===== config.mk =====
export PLATFORM = sky130hd
export DESIGN_NAME = terminal_key_sequence_decoder
export DESIGN_NICKNAME = d
export VERILOG_FILES = /design/src/rtl/tksd_pkg.sv /design/src/rtl/tksd_in_stage.sv /design/src/rtl/tksd_decode.sv /design/src/rtl/tksd_out_stage.sv /design/src/rtl/terminal_key_sequence_decoder.sv
export SDC_FILE = /design/constraint.sdc
export NUM_CORES = 1
export LEC_CHECK = 0
export ABC_AREA = 1
export BUFFER_PORTS_ARGS = -buffer_cell sky130_fd_sc_hd__buf_2
export CORE_ASPECT_RATIO = 1.4
export CORE_MARGIN = 2
export CORE_UTILIZATION = 46
export CTS_BUF_LIST = sky130_fd_sc_hd__clkbuf_4 sky130_fd_sc_hd__clkbuf_8 sky130_fd_sc_hd__clkbuf_16
export DETAILED_ROUTE_END_ITERATION = 16
export GPL_ROUTABILITY_DRIVEN = 0
export REMOVE_ABC_BUFFERS = 1
export SLEW_MARGIN = 20
export SYNTH_ARGS = -nofsm -noshare
export SYNTH_HDL_FRONTEND = slang
export SYNTH_SLANG_ARGS = --single-unit

===== constraint.sdc =====
create_clock -name clk_i -period 2.9 [get_ports clk_i]
set_clock_uncertainty 0.05 [all_clocks]
set_input_delay 0.58 -clock clk_i [delete_from_list [all_inputs] [get_ports clk_i]]
set_output_delay 0.58 -clock clk_i [all_outputs]
set_load 0.02 [all_outputs]

===== src/rtl/tksd_pkg.sv =====
// Shared types and constants for the terminal key sequence decoder.
`timescale 1ns / 1ps

package tksd_pkg;

  localparam int unsigned CodeW = 21;

  typedef enum logic [3:0] {
    KeyChar      = 4'd0,
    KeyEnter     = 4'd1,
    KeyTab       = 4'd2,
    KeyBackspace = 4'd3,
    KeyEscape    = 4'd4,
    KeyUp        = 4'd5,
    KeyDown      = 4'd6,
    KeyRight     = 4'd7,
    KeyLeft      = 4'd8,
    KeyHome      = 4'd9,
    KeyEnd       = 4'd10,
    KeyDelete    = 4'd11,
    KeyPgUp      = 4'd12,
    KeyPgDn      = 4'd13
  } key_kind_e;

  typedef enum logic {
    ReqByte = 1'b0,
    ReqIdle = 1'b1
  } req_type_e;

  typedef struct packed {
    logic       req_type;
    logic [7:0] in_byte;
  } item_t;

  typedef struct packed {
    key_kind_e         kind;
    logic [CodeW-1:0]  char_code;
    logic              ctrl;
    logic              alt;
  } key_evt_t;

  // Final letter of a plain CSI or SS3 sequence; KeyChar when unknown.
  function automatic key_kind_e letter_key(logic [7:0] b);
    key_kind_e k;
    case (b)
      8'h41:   k = KeyUp;
      8'h42:   k = KeyDown;
      8'h43:   k = KeyRight;
      8'h44:   k = KeyLeft;
      8'h48:   k = KeyHome;
      8'h46:   k = KeyEnd;
      default: k = KeyChar;
    endcase
    return k;
  endfunction

endpackage


===== src/rtl/tksd_in_stage.sv =====
// Input register stage: holds one accepted input transaction.
`timescale 1ns / 1ps

module tksd_in_stage (
  input  logic           clk_i,
  input  logic           rst_ni,
  input  logic           in_valid_i,
  output logic           in_ready_o,
  input  logic           req_type_i,
  input  logic [7:0]     in_byte_i,
  input  logic           take_i,
  output logic           item_valid_o,
  output tksd_pkg::item_t item_o
);

  logic            valid_q, valid_d;
  tksd_pkg::item_t item_q;
  logic            accept;

  assign in_ready_o = !valid_q || take_i;
  assign accept     = in_valid_i && in_ready_o;

  always_comb begin
    valid_d = valid_q;
    if (accept) begin
      valid_d = 1'b1;
    end else if (take_i) begin
      valid_d = 1'b0;
    end
  end

  always_ff @(posedge clk_i or negedge rst_ni) begin
    if (!rst_ni) begin
      valid_q <= 1'b0;
    end else begin
      valid_q <= valid_d;
    end
  end

  always_ff @(posedge clk_i) begin
    if (accept) begin
      item_q.req_type <= req_type_i;
      item_q.in_byte  <= in_byte_i;
    end
  end

  assign item_valid_o = valid_q;
  assign item_o       = item_q;

endmodule


===== src/rtl/tksd_decode.sv =====
// Parser state and per-byte decode logic producing at most one key event.
`timescale 1ns / 1ps

module tksd_decode #(
  parameter int unsigned PARAM_LIMIT = 7
) (
  input  logic                clk_i,
  input  logic                rst_ni,
  input  logic                step_i,
  input  tksd_pkg::item_t     item_i,
  output logic                evt_valid_o,
  output tksd_pkg::key_evt_t  evt_o
);

  localparam int unsigned PosW = $clog2(PARAM_LIMIT + 1);
  localparam int unsigned CW   = tksd_pkg::CodeW;

  localparam logic [7:0] ByteEsc   = 8'd27;
  localparam logic [7:0] ByteCr    = 8'd13;
  localparam logic [7:0] ByteHt    = 8'd9;
  localparam logic [7:0] ByteDel   = 8'd127;
  localparam logic [7:0] ByteSpace = 8'd32;
  localparam logic [7:0] ByteAt    = 8'h40;
  localparam logic [7:0] ByteCsi   = 8'h5B;
  localparam logic [7:0] ByteSs3   = 8'h4F;
  localparam logic [7:0] ByteZero  = 8'h30;
  localparam logic [7:0] ByteNine  = 8'h39;
  localparam logic [7:0] ByteOne   = 8'h31;
  localparam logic [7:0] ByteThree = 8'h33;
  localparam logic [7:0] ByteFour  = 8'h34;
  localparam logic [7:0] ByteFive  = 8'h35;
  localparam logic [7:0] ByteSix   = 8'h36;
  localparam logic [7:0] ByteSemi  = 8'h3B;
  localparam logic [7:0] ByteTilde = 8'h7E;
  localparam logic [7:0] ByteA     = 8'h41;
  localparam logic [7:0] ByteB     = 8'h42;
  localparam logic [7:0] ByteC     = 8'h43;
  localparam logic [7:0] ByteD     = 8'h44;
  localparam logic [7:0] Lead2     = 8'hC0;
  localparam logic [7:0] Lead3     = 8'hE0;
  localparam logic [7:0] Lead4     = 8'hF0;

  typedef enum logic [5:0] {
    PhIdle  = 6'b000001,
    PhUtf8  = 6'b000010,
    PhEsc   = 6'b000100,
    PhCsi   = 6'b001000,
    PhParam = 6'b010000,
    PhSs3   = 6'b100000
  } phase_e;

  phase_e          phase_q, phase_d;
  logic [1:0]      rem_q, rem_d;
  logic [CW-1:0]   acc_q, acc_d;
  logic [7:0]      fpc_q, fpc_d;
  logic [PosW-1:0] pos_q, pos_d;
  logic            semi_q, semi_d;
  logic            ctrls_q, ctrls_d;

  logic               idle;
  logic [7:0]         b;
  logic [1:0]         rem_n;
  logic [PosW-1:0]    pos_n;
  tksd_pkg::key_kind_e k;
  logic               evt_valid;
  tksd_pkg::key_evt_t evt;

  assign idle  = (item_i.req_type == tksd_pkg::ReqIdle);
  assign b     = item_i.in_byte;
  assign rem_n = (rem_q != 2'd0) ? rem_q - 2'd1 : 2'd0;
  assign pos_n = pos_q + PosW'(1);
  assign k     = tksd_pkg::letter_key(b);

  always_comb begin
    phase_d   = phase_q;
    rem_d     = rem_q;
    acc_d     = acc_q;
    fpc_d     = fpc_q;
    pos_d     = pos_q;
    semi_d    = semi_q;
    ctrls_d   = ctrls_q;
    evt_valid = 1'b0;
    evt       = '{kind: tksd_pkg::KeyChar, char_code: '0, ctrl: 1'b0, alt: 1'b0};

    case (phase_q)
      PhUtf8: begin
        if (!idle) begin
          acc_d = {acc_q[CW-7:0], b[5:0]};
        end
        if (!idle && rem_n != 2'd0) begin
          rem_d = rem_n;
        end else begin
          phase_d        = PhIdle;
          rem_d          = 2'd0;
          evt_valid      = 1'b1;
          evt.char_code  = acc_d;
        end
      end

      PhEsc: begin
        if (idle) begin
          phase_d   = PhIdle;
          evt_valid = 1'b1;
          evt.kind  = tksd_pkg::KeyEscape;
        end else if (b == ByteCsi) begin
          phase_d = PhCsi;
        end else if (b == ByteSs3) begin
          phase_d = PhSs3;
        end else begin
          phase_d       = PhIdle;
          evt_valid     = 1'b1;
          evt.char_code = CW'(b);
          evt.alt       = 1'b1;
        end
      end

      PhCsi: begin
        if (idle) begin
          phase_d   = PhIdle;
          evt_valid = 1'b1;
          evt.kind  = tksd_pkg::KeyEscape;
        end else if (b >= ByteZero && b <= ByteNine) begin
          fpc_d   = b;
          pos_d   = PosW'(2);
          semi_d  = 1'b0;
          ctrls_d = 1'b0;
          phase_d = PhParam;
        end else begin
          phase_d   = PhIdle;
          evt_valid = (k != tksd_pkg::KeyChar);
          evt.kind  = k;
        end
      end

      PhParam: begin
        if (idle) begin
          phase_d = PhIdle;
        end else if (b >= ByteAt) begin
          phase_d = PhIdle;
          if (b == ByteA || b == ByteB || b == ByteC || b == ByteD) begin
            evt_valid = 1'b1;
            evt.kind  = k;
            evt.ctrl  = ctrls_q;
          end else if (b == ByteTilde) begin
            evt_valid = 1'b1;
            case (fpc_q)
              ByteThree: evt.kind = tksd_pkg::KeyDelete;
              ByteFive:  evt.kind = tksd_pkg::KeyPgUp;
              ByteSix:   evt.kind = tksd_pkg::KeyPgDn;
              ByteOne:   evt.kind = tksd_pkg::KeyHome;
              ByteFour:  evt.kind = tksd_pkg::KeyEnd;
              default:   evt_valid = 1'b0;
            endcase
          end
        end else begin
          if (semi_q && b == ByteFive) begin
            ctrls_d = 1'b1;
          end
          semi_d = (b == ByteSemi);
          pos_d  = pos_n;
          if (pos_n >= PosW'(PARAM_LIMIT)) begin
            phase_d = PhIdle;
          end
        end
      end

      PhSs3: begin
        phase_d = PhIdle;
        if (idle) begin
          evt_valid = 1'b1;
          evt.kind  = tksd_pkg::KeyEscape;
        end else begin
          evt_valid = (k != tksd_pkg::KeyChar);
          evt.kind  = k;
        end
      end

      default: begin
        phase_d = PhIdle;
        if (!idle) begin
          if (b == ByteEsc) begin
            phase_d = PhEsc;
          end else if (b == ByteCr) begin
            evt_valid = 1'b1;
            evt.kind  = tksd_pkg::KeyEnter;
          end else if (b == ByteHt) begin
            evt_valid = 1'b1;
            evt.kind  = tksd_pkg::KeyTab;
          end else if (b == ByteDel) begin
            evt_valid = 1'b1;
            evt.kind  = tksd_pkg::KeyBackspace;
          end else if (b < ByteSpace) begin
            evt_valid     = 1'b1;
            evt.char_code = CW'(b + ByteAt);
            evt.ctrl      = 1'b1;
          end else if (b >= Lead2) begin
            phase_d = PhUtf8;
            if (b < Lead3) begin
              rem_d = 2'd1;
              acc_d = CW'(b[4:0]);
            end else if (b < Lead4) begin
              rem_d = 2'd2;
              acc_d = CW'(b[3:0]);
            end else begin
              rem_d = 2'd3;
              acc_d = CW'(b[2:0]);
            end
          end else begin
            evt_valid     = 1'b1;
            evt.char_code = CW'(b);
          end
        end
      end
    endcase
  end

  always_ff @(posedge clk_i or negedge rst_ni) begin
    if (!rst_ni) begin
      phase_q <= PhIdle;
      rem_q   <= 2'd0;
      acc_q   <= '0;
      fpc_q   <= 8'd0;
      pos_q   <= '0;
      semi_q  <= 1'b0;
      ctrls_q <= 1'b0;
    end else if (step_i) begin
      phase_q <= phase_d;
      rem_q   <= rem_d;
      acc_q   <= acc_d;
      fpc_q   <= fpc_d;
      pos_q   <= pos_d;
      semi_q  <= semi_d;
      ctrls_q <= ctrls_d;
    end
  end

  assign evt_valid_o = evt_valid;
  assign evt_o       = evt;

endmodule


===== src/rtl/tksd_out_stage.sv =====
// Result register stage: holds one key event until the consumer takes it.
`timescale 1ns / 1ps

module tksd_out_stage (
  input  logic                clk_i,
  input  logic                rst_ni,
  input  logic                load_i,
  input  tksd_pkg::key_evt_t  evt_i,
  output logic                free_o,
  output logic                out_valid_o,
  input  logic                out_ready_i,
  output tksd_pkg::key_evt_t  evt_o
);

  logic               valid_q, valid_d;
  tksd_pkg::key_evt_t evt_q;

  assign free_o = !valid_q || out_ready_i;

  always_comb begin
    valid_d = valid_q;
    if (load_i) begin
      valid_d = 1'b1;
    end else if (out_ready_i) begin
      valid_d = 1'b0;
    end
  end

  always_ff @(posedge clk_i or negedge rst_ni) begin
    if (!rst_ni) begin
      valid_q <= 1'b0;
    end else begin
      valid_q <= valid_d;
    end
  end

  always_ff @(posedge clk_i) begin
    if (load_i) begin
      evt_q <= evt_i;
    end
  end

  assign out_valid_o = valid_q;
  assign evt_o       = evt_q;

endmodule


===== src/rtl/terminal_key_sequence_decoder.sv =====
// Terminal key sequence decoder top level.
// Path: input register, then result register; a byte ending no key gives no result.
// Throughput: one input transaction per cycle, except while input ready is low.
// Input ready drops only while the result register is full and not being taken.
// Reset (rst_ni low, asynchronous) empties both registers and returns the parser to idle.
`timescale 1ns / 1ps

module terminal_key_sequence_decoder #(
  parameter int unsigned PARAM_LIMIT = 7
) (
  input  logic        clk_i,
  input  logic        rst_ni,
  input  logic        in_valid_i,
  output logic        in_ready_o,
  input  logic        req_type_i,
  input  logic [7:0]  in_byte_i,
  output logic        out_valid_o,
  input  logic        out_ready_i,
  output logic [3:0]  key_kind_o,
  output logic [20:0] char_code_o,
  output logic        ctrl_mod_o,
  output logic        alt_mod_o
);

  logic               take;
  logic               item_valid;
  tksd_pkg::item_t    item;
  logic               step;
  logic               evt_valid;
  tksd_pkg::key_evt_t evt;
  tksd_pkg::key_evt_t out_evt;

  assign step = item_valid && take;

  tksd_in_stage u_in (
    .clk_i       (clk_i),
    .rst_ni      (rst_ni),
    .in_valid_i  (in_valid_i),
    .in_ready_o  (in_ready_o),
    .req_type_i  (req_type_i),
    .in_byte_i   (in_byte_i),
    .take_i      (take),
    .item_valid_o(item_valid),
    .item_o      (item)
  );

  tksd_decode #(
    .PARAM_LIMIT(PARAM_LIMIT)
  ) u_dec (
    .clk_i      (clk_i),
    .rst_ni     (rst_ni),
    .step_i     (step),
    .item_i     (item),
    .evt_valid_o(evt_valid),
    .evt_o      (evt)
  );

  tksd_out_stage u_out (
    .clk_i      (clk_i),
    .rst_ni     (rst_ni),
    .load_i     (step && evt_valid),
    .evt_i      (evt),
    .free_o     (take),
    .out_valid_o(out_valid_o),
    .out_ready_i(out_ready_i),
    .evt_o      (out_evt)
  );

  assign key_kind_o  = out_evt.kind;
  assign char_code_o = out_evt.char_code;
  assign ctrl_mod_o  = out_evt.ctrl;
  assign alt_mod_o   = out_evt.alt;

  a_code_only_on_char: assert property (@(posedge clk_i) disable iff (!rst_ni)
    out_valid_o && key_kind_o != tksd_pkg::KeyChar |-> char_code_o == 21'd0)
    else $error("char_code set on a non-char key");

  a_alt_only_plain_char: assert property (@(posedge clk_i) disable iff (!rst_ni)
    out_valid_o && alt_mod_o |-> key_kind_o == tksd_pkg::KeyChar && !ctrl_mod_o)
    else $error("alt flag on an unexpected key");

  a_ctrl_kinds: assert property (@(posedge clk_i) disable iff (!rst_ni)
    out_valid_o && ctrl_mod_o |->
      key_kind_o == tksd_pkg::KeyChar || key_kind_o == tksd_pkg::KeyUp ||
      key_kind_o == tksd_pkg::KeyDown || key_kind_o == tksd_pkg::KeyRight ||
      key_kind_o == tksd_pkg::KeyLeft)
    else $error("ctrl flag on an unexpected key");

  a_stall_cause: assert property (@(posedge clk_i) disable iff (!rst_ni)
    !in_ready_o |-> out_valid_o && !out_ready_i)
    else $error("input stalled without a blocked result");

endmodule


==> Word level (Yosys, flattened, before mapping) <==
Cells that the tools add are included.
{ "totals": {"ff_bits": 80, "output_inout_bits": 29, "word_cells": 207} }
{ "classes": {"addsub": 3, "eq_ne": 38, "magnitude_cmp": 8, "bitwise_logic": 3, "muxes": 109, "n_reduce_logical": 31} }
{ "ops": {"columns": ["operator", "n"], "rows": [
  ["21-bit two-way mux", 12],
  ["6-bit two-way mux", 14],
  ["8-bit by 7-bit equality test with 1-bit output (second input constant)", 10],
  ["22-bit two-way mux", 3],
  ["21-bit case mux with 3 select lines", 1],
  ["8-bit by 6-bit equality test with 1-bit output (second input constant)", 7],
  ["26-bit two-way mux", 2],
  ["21-bit case mux with 2 select lines", 1],
  ["4-bit two-way mux", 10],
  ["4-bit case mux with 5 select lines", 2],
  ["1-bit two-way mux", 35],
  ["6-bit case mux with 5 select lines", 1],
  ["2-bit two-way mux", 12],
  ["4-bit case mux with 6 select lines", 1],
  ["2-bit inequality test (second input constant)", 9],
  ["8-bit by 4-bit equality test with 1-bit output (second input constant)", 2],
  ["8-bit less-than comparator (second input constant)", 2],
  ["8-bit two-way mux", 2],
  ["3-bit two-way mux", 5],
  ["2-bit nonzero test", 6],
  ["5-bit two-way mux", 2],
  ["8-bit by 7-bit adder with 9-bit output (second input constant)", 1],
  ["9-bit AND reduction", 1],
  ["8-bit by 5-bit equality test with 1-bit output (second input constant)", 1],
  ["32 further kinds", 50]
]} }

==> Longest topological paths before layout <==
{ "depth": {"ltp_word": 11, "mapped_depth": 13} }

==> Modules after synthesis <==
From an unflattened synthesis, not the netlist that was laid out.
{ "unflattened": {"hier_cells": 567, "area_unflattened_um2": 4390.5} }
{ "by_module_without_submodules": {"columns": ["module", "cells_per_inst", "n_inst", "seq_area_each_um2", "area_each_um2"], "rows": [
  ["tksd_decode", 516, 1, 1052.3, 3201.8],
  ["tksd_out_stage", 32, 1, 835.8, 855.8],
  ["tksd_in_stage", 15, 1, 295.3, 315.3],
  ["terminal_key_sequence_decoder", 4, 1, 0.0, 17.5]
]} }

==> Worst setup path before layout <==
No wires, ideal clock.
{ "synth_path": {"path_type": "register -> register", "startpoint": "reg u_dec.phase_q[4]", "endpoint": "reg u_out.evt_q (netlist bit u_out.evt_o[0]), enable pin", "required_time_ps": 2468, "path_buffers": 0, "setup_slack_ps": 546, "setup_ps": 382, "t_arrival_ps": 1922, "stages_incl_launch_ff": 8, "path_cell_list": "dfrtp_1 -> nor2_2 -> nand4_2 -> nand4_2 -> inv_2 -> o22ai_1 -> nand2_1 -> inv_1"} }
{ "synth_via": {"elab_chain_len": 3, "elab_cells_between_ends": 7} }
{ "synth_lines": {"columns": ["item", "line", "source"], "rows": [
  ["start: declaration", "tksd_decode.sv:52", "phase_e phase_q, phase_d;"],
  ["start signal: assignment", "tksd_decode.sv:219", "phase_q <= PhIdle;"],
  ["start signal: assignment", "tksd_decode.sv:227", "phase_q <= phase_d;"],
  ["6-bit equality test (tied with other cells)", "tksd_decode.sv:85", "case (phase_q)"],
  ["1-bit case mux with 5 select lines (*)", "tksd_decode.sv:85", null],
  ["1-bit logical AND (*)", "terminal_key_sequence_decoder.sv:61", ".load_i (step && evt_valid),"],
  ["named net u_out.load_i", "tksd_out_stage.sv:7", "input logic load_i,"],
  ["end signal: assignment", "tksd_out_stage.sv:39", "evt_q <= evt_i;"],
  ["end: declaration", "tksd_out_stage.sv:16", "tksd_pkg::key_evt_t evt_q;"]
]} }
Mark *: on every way through the listed nets, which the timed path passes. The rest lies on a longest branch.
A chain may end at the register's enable or synchronous reset.

==> Final worst setup path <==
{ "layout_path": {"startpoint": "reg u_dec.phase_q[2]", "endpoint": "reg u_out.evt_q (netlist bit u_out.evt_o[23]), enable pin"} }
The elaborated chain is that of the path after synthesis.

==> qor.yml <==
status:
  status: "complete, no violations"
grt:
  antenna_found_initial: 0
  grt_pass1_wl_mm: 17.1
  grt_max_degree: 54
  overflow: 0
  grt.total_usage: 0.217
  grt_pass1_vias: 3635
logic_synthesis:
  synth.top_cell.area_share: 0.248
  synth-warning-count: 0
  syn_inst: 519
  syn-cell-area_sq_um: 4360
  synth_top_cells_by_area: "edfxtp_1, dfrtp_1, nand2_1"
  synth.distinct_cells: 45
  seq_area_frac_synth: 0.501
  netlist.top_cell.by_area: "edfxtp_1"
  postSynthAreaPerCell_sq_um: 8.40
  ys_seq_elements: 80
clocking:
  root_buffer: "clkbuf_16"
  cts_hold_buf: 0
  cts.sink_count: 80
  htree_levels: 3
  cts.repair.resized: 0
  path_clk_slew_ns: 0.06
  cts_tree: "done"
  cts_buffer_depth: 2
  postCtsSetupRepairBufs: 0
  numCtsBuffers: 9
  clk-insertion-delay-late_ns: 0.34
detailed_routing:
  route.met3.wl_microns: 431
  ant_nets: 0
  firstDrtPassIters: 5
  vias: 3661
  top_layer: "met4"
  drt-wirelength-per-cell_microns: 15.4
  avgViaCountPerCell: 5.42
  wl_met1_mm: 4.34
  drtIter0Drc: 202
  met2_length_mm: 5.13
  drc: 0
  wl_mm: 10.4
pwr:
  p_total_mw: 3.46
  p_comb_frac: 0.209
  p_per_area_nw_per_um2: 696
  p_int_mw: 2.42
  p_clk_frac: 0.352
  switching_power_mw: 1.04
  p_leak_nw: 2.31
  p_sw_frac: 0.301
  irDropWorstVdd_mv: 0.361
  pwr-share-seq: 0.438
die:
  num_io_pins: 42
  std_cell_rows: 42
  core_region_area_sq_um: 9350
  die_y_microns: 119
  initial_core_util: 0.466
  dieArea_sq_um: 10300
  die_w_microns: 86.3
flow_run:
  cap_viol_max_count: 0
sta:
  relSlewSlack: 0.616
  period_share: 0.864
  tightest_slew_ns: 0.576
  setup_viol: 0
  rsz0062_at_grt: "no"
  min_period_ns: 2.51
  drv_slew: 0
  fmax_mhz: 399
  finalHoldViolations: 0
cells_and_area:
  instances_no_fill: 676
  fin_area_sq_um: 4970
  syn2layout_area_growth_pct: 14.1
  final_common_cell: "nand2_1"
  layout_common_cells: "nand2_1, inv_1, nor2_1"
  insertedDiodeCount: 0
  final_nets: 576
  drive_above_1_share: 0.187
setup_path:
  arrival_ns: 2.45
  critPathKind: "reg2reg"
  cp-end-kind: "register"
  start_kind: "register"
  cp.required_ns: 2.85
  worst-path-max-fanout: 27
placed_design:
  place_inst: 660
  dpl.hpwl_mm: 7.66
  io_buffers: 41
  postPlaceCellArea_sq_um: 4650
hold_path:
  hp-class: "in2async"
metal layers:
metal	track usage	up-vias
li1	-	1822
met3	0.0444	33
met1	0.254	1697
met5	0	-
met4	0.134	0
met2	0.358	109
cell type report:
class                      count  area [sq um]
clock buffer                  10           233
multi-input combinational    351          1800
sequential                    80          2180
tap                          110           138
clock inverter                 6          92.6
inverter                      74           287
timing repair buffer          45           235
fill                         916          4380
kinds of logic (layout without fill, tap and decap cells):
kind of cell	count (synthesis)	in the layout	share of synthesized area
DFF	80	80	0.501
adders and majority gates	2	2	0.00574
and+or+nand+nor	251	251	0.260
xor gates and xnor gates	2	2	0.00402
AOI/OAI and AO/OA	96	96	0.144
buffers and inverters	88	135	0.0852
through the flow:
step	hold slack (ns)	TNS [ns]	worst slack [ns]	utilization
floorplan	0.234	-1.78	-0.0661	-
global placement	0.396	0	0.442	0.497
detailed placement	0.403	0	0.395	0.497
CTS	0.200	0	0.392	0.532
global route	0.227	0	0.246	0.532
finish	0.185	0	0.395	0.532
synthesized netlist by cell type, drive strengths merged:
cell / count
nand4: 15
nor4: 1
buf: 11
o221ai: 1
o211ai: 7
dfrtp: 43
nand2: 135
o31ai: 3
o21ai: 54
edfxtp: 36
clkinv: 2
ha: 2
nand3b: 1
o22ai: 14
inv: 72
nand3: 33
a21oi: 15
xor2: 1
and2: 1
dfstp: 1
nor3: 9
clkbuf: 3
a31oi: 2
xnor2: 1
nor2: 56
flip-flops by register name, summed over array words and instances, names as in the netlist:
signal             flops
u_dec.semi_q           1
u_dec.phase_q          6
u_in.item_valid_o      1
u_out.evt_o           27
u_dec.pos_q            3
u_dec.rem_q            2
u_dec.fpc_q            8
u_dec.acc_q           21
u_dec.ctrls_q          1
u_out.out_valid_o      1
u_in.item_o            9
power by group through the flow:
stage	Sequential (mW)	Combinational [mW]	Clock, mW
3_5_place_dp	1.54	0.727	0
2_1_floorplan	1.58	0.472	0
6_report	1.52	0.725	1.22
5_1_grt	1.54	0.811	1.29
4_1_cts	1.52	0.732	1.24
3_3_place_gp	1.53	0.711	0
critical path: stages, from the launching register on:
cell	delay (ns)
dfrtp_1	0.41
nor2_1	0.24
nand4_2	0.30
nand4_2	0.34
inv_2	0.16
o22ai_1	0.14
nand2_1	0.11
inv_1	0.06
buf_4	0.33
path summary, 6_finish.rpt:
check                            startpoint                to  slack [ns]  cells past startpoint
setup / recovery           u_dec.phase_q[2]   u_out.evt_o[23]        0.39                      8
min in group clk_i             in_byte_i[6]    u_in.item_o[6]        0.37                      1
max in group asynchronous            rst_ni  u_dec.phase_q[0]        1.84                      2
hold / removal                       rst_ni   u_dec.acc_q[19]        0.18                      1
setup reg to reg           u_dec.phase_q[2]   u_out.evt_o[23]        0.39                      8
hold reg to reg              u_dec.fpc_q[4]    u_dec.fpc_q[4]        0.41                      2
Note: power is estimated with default switching activity, not from simulation.
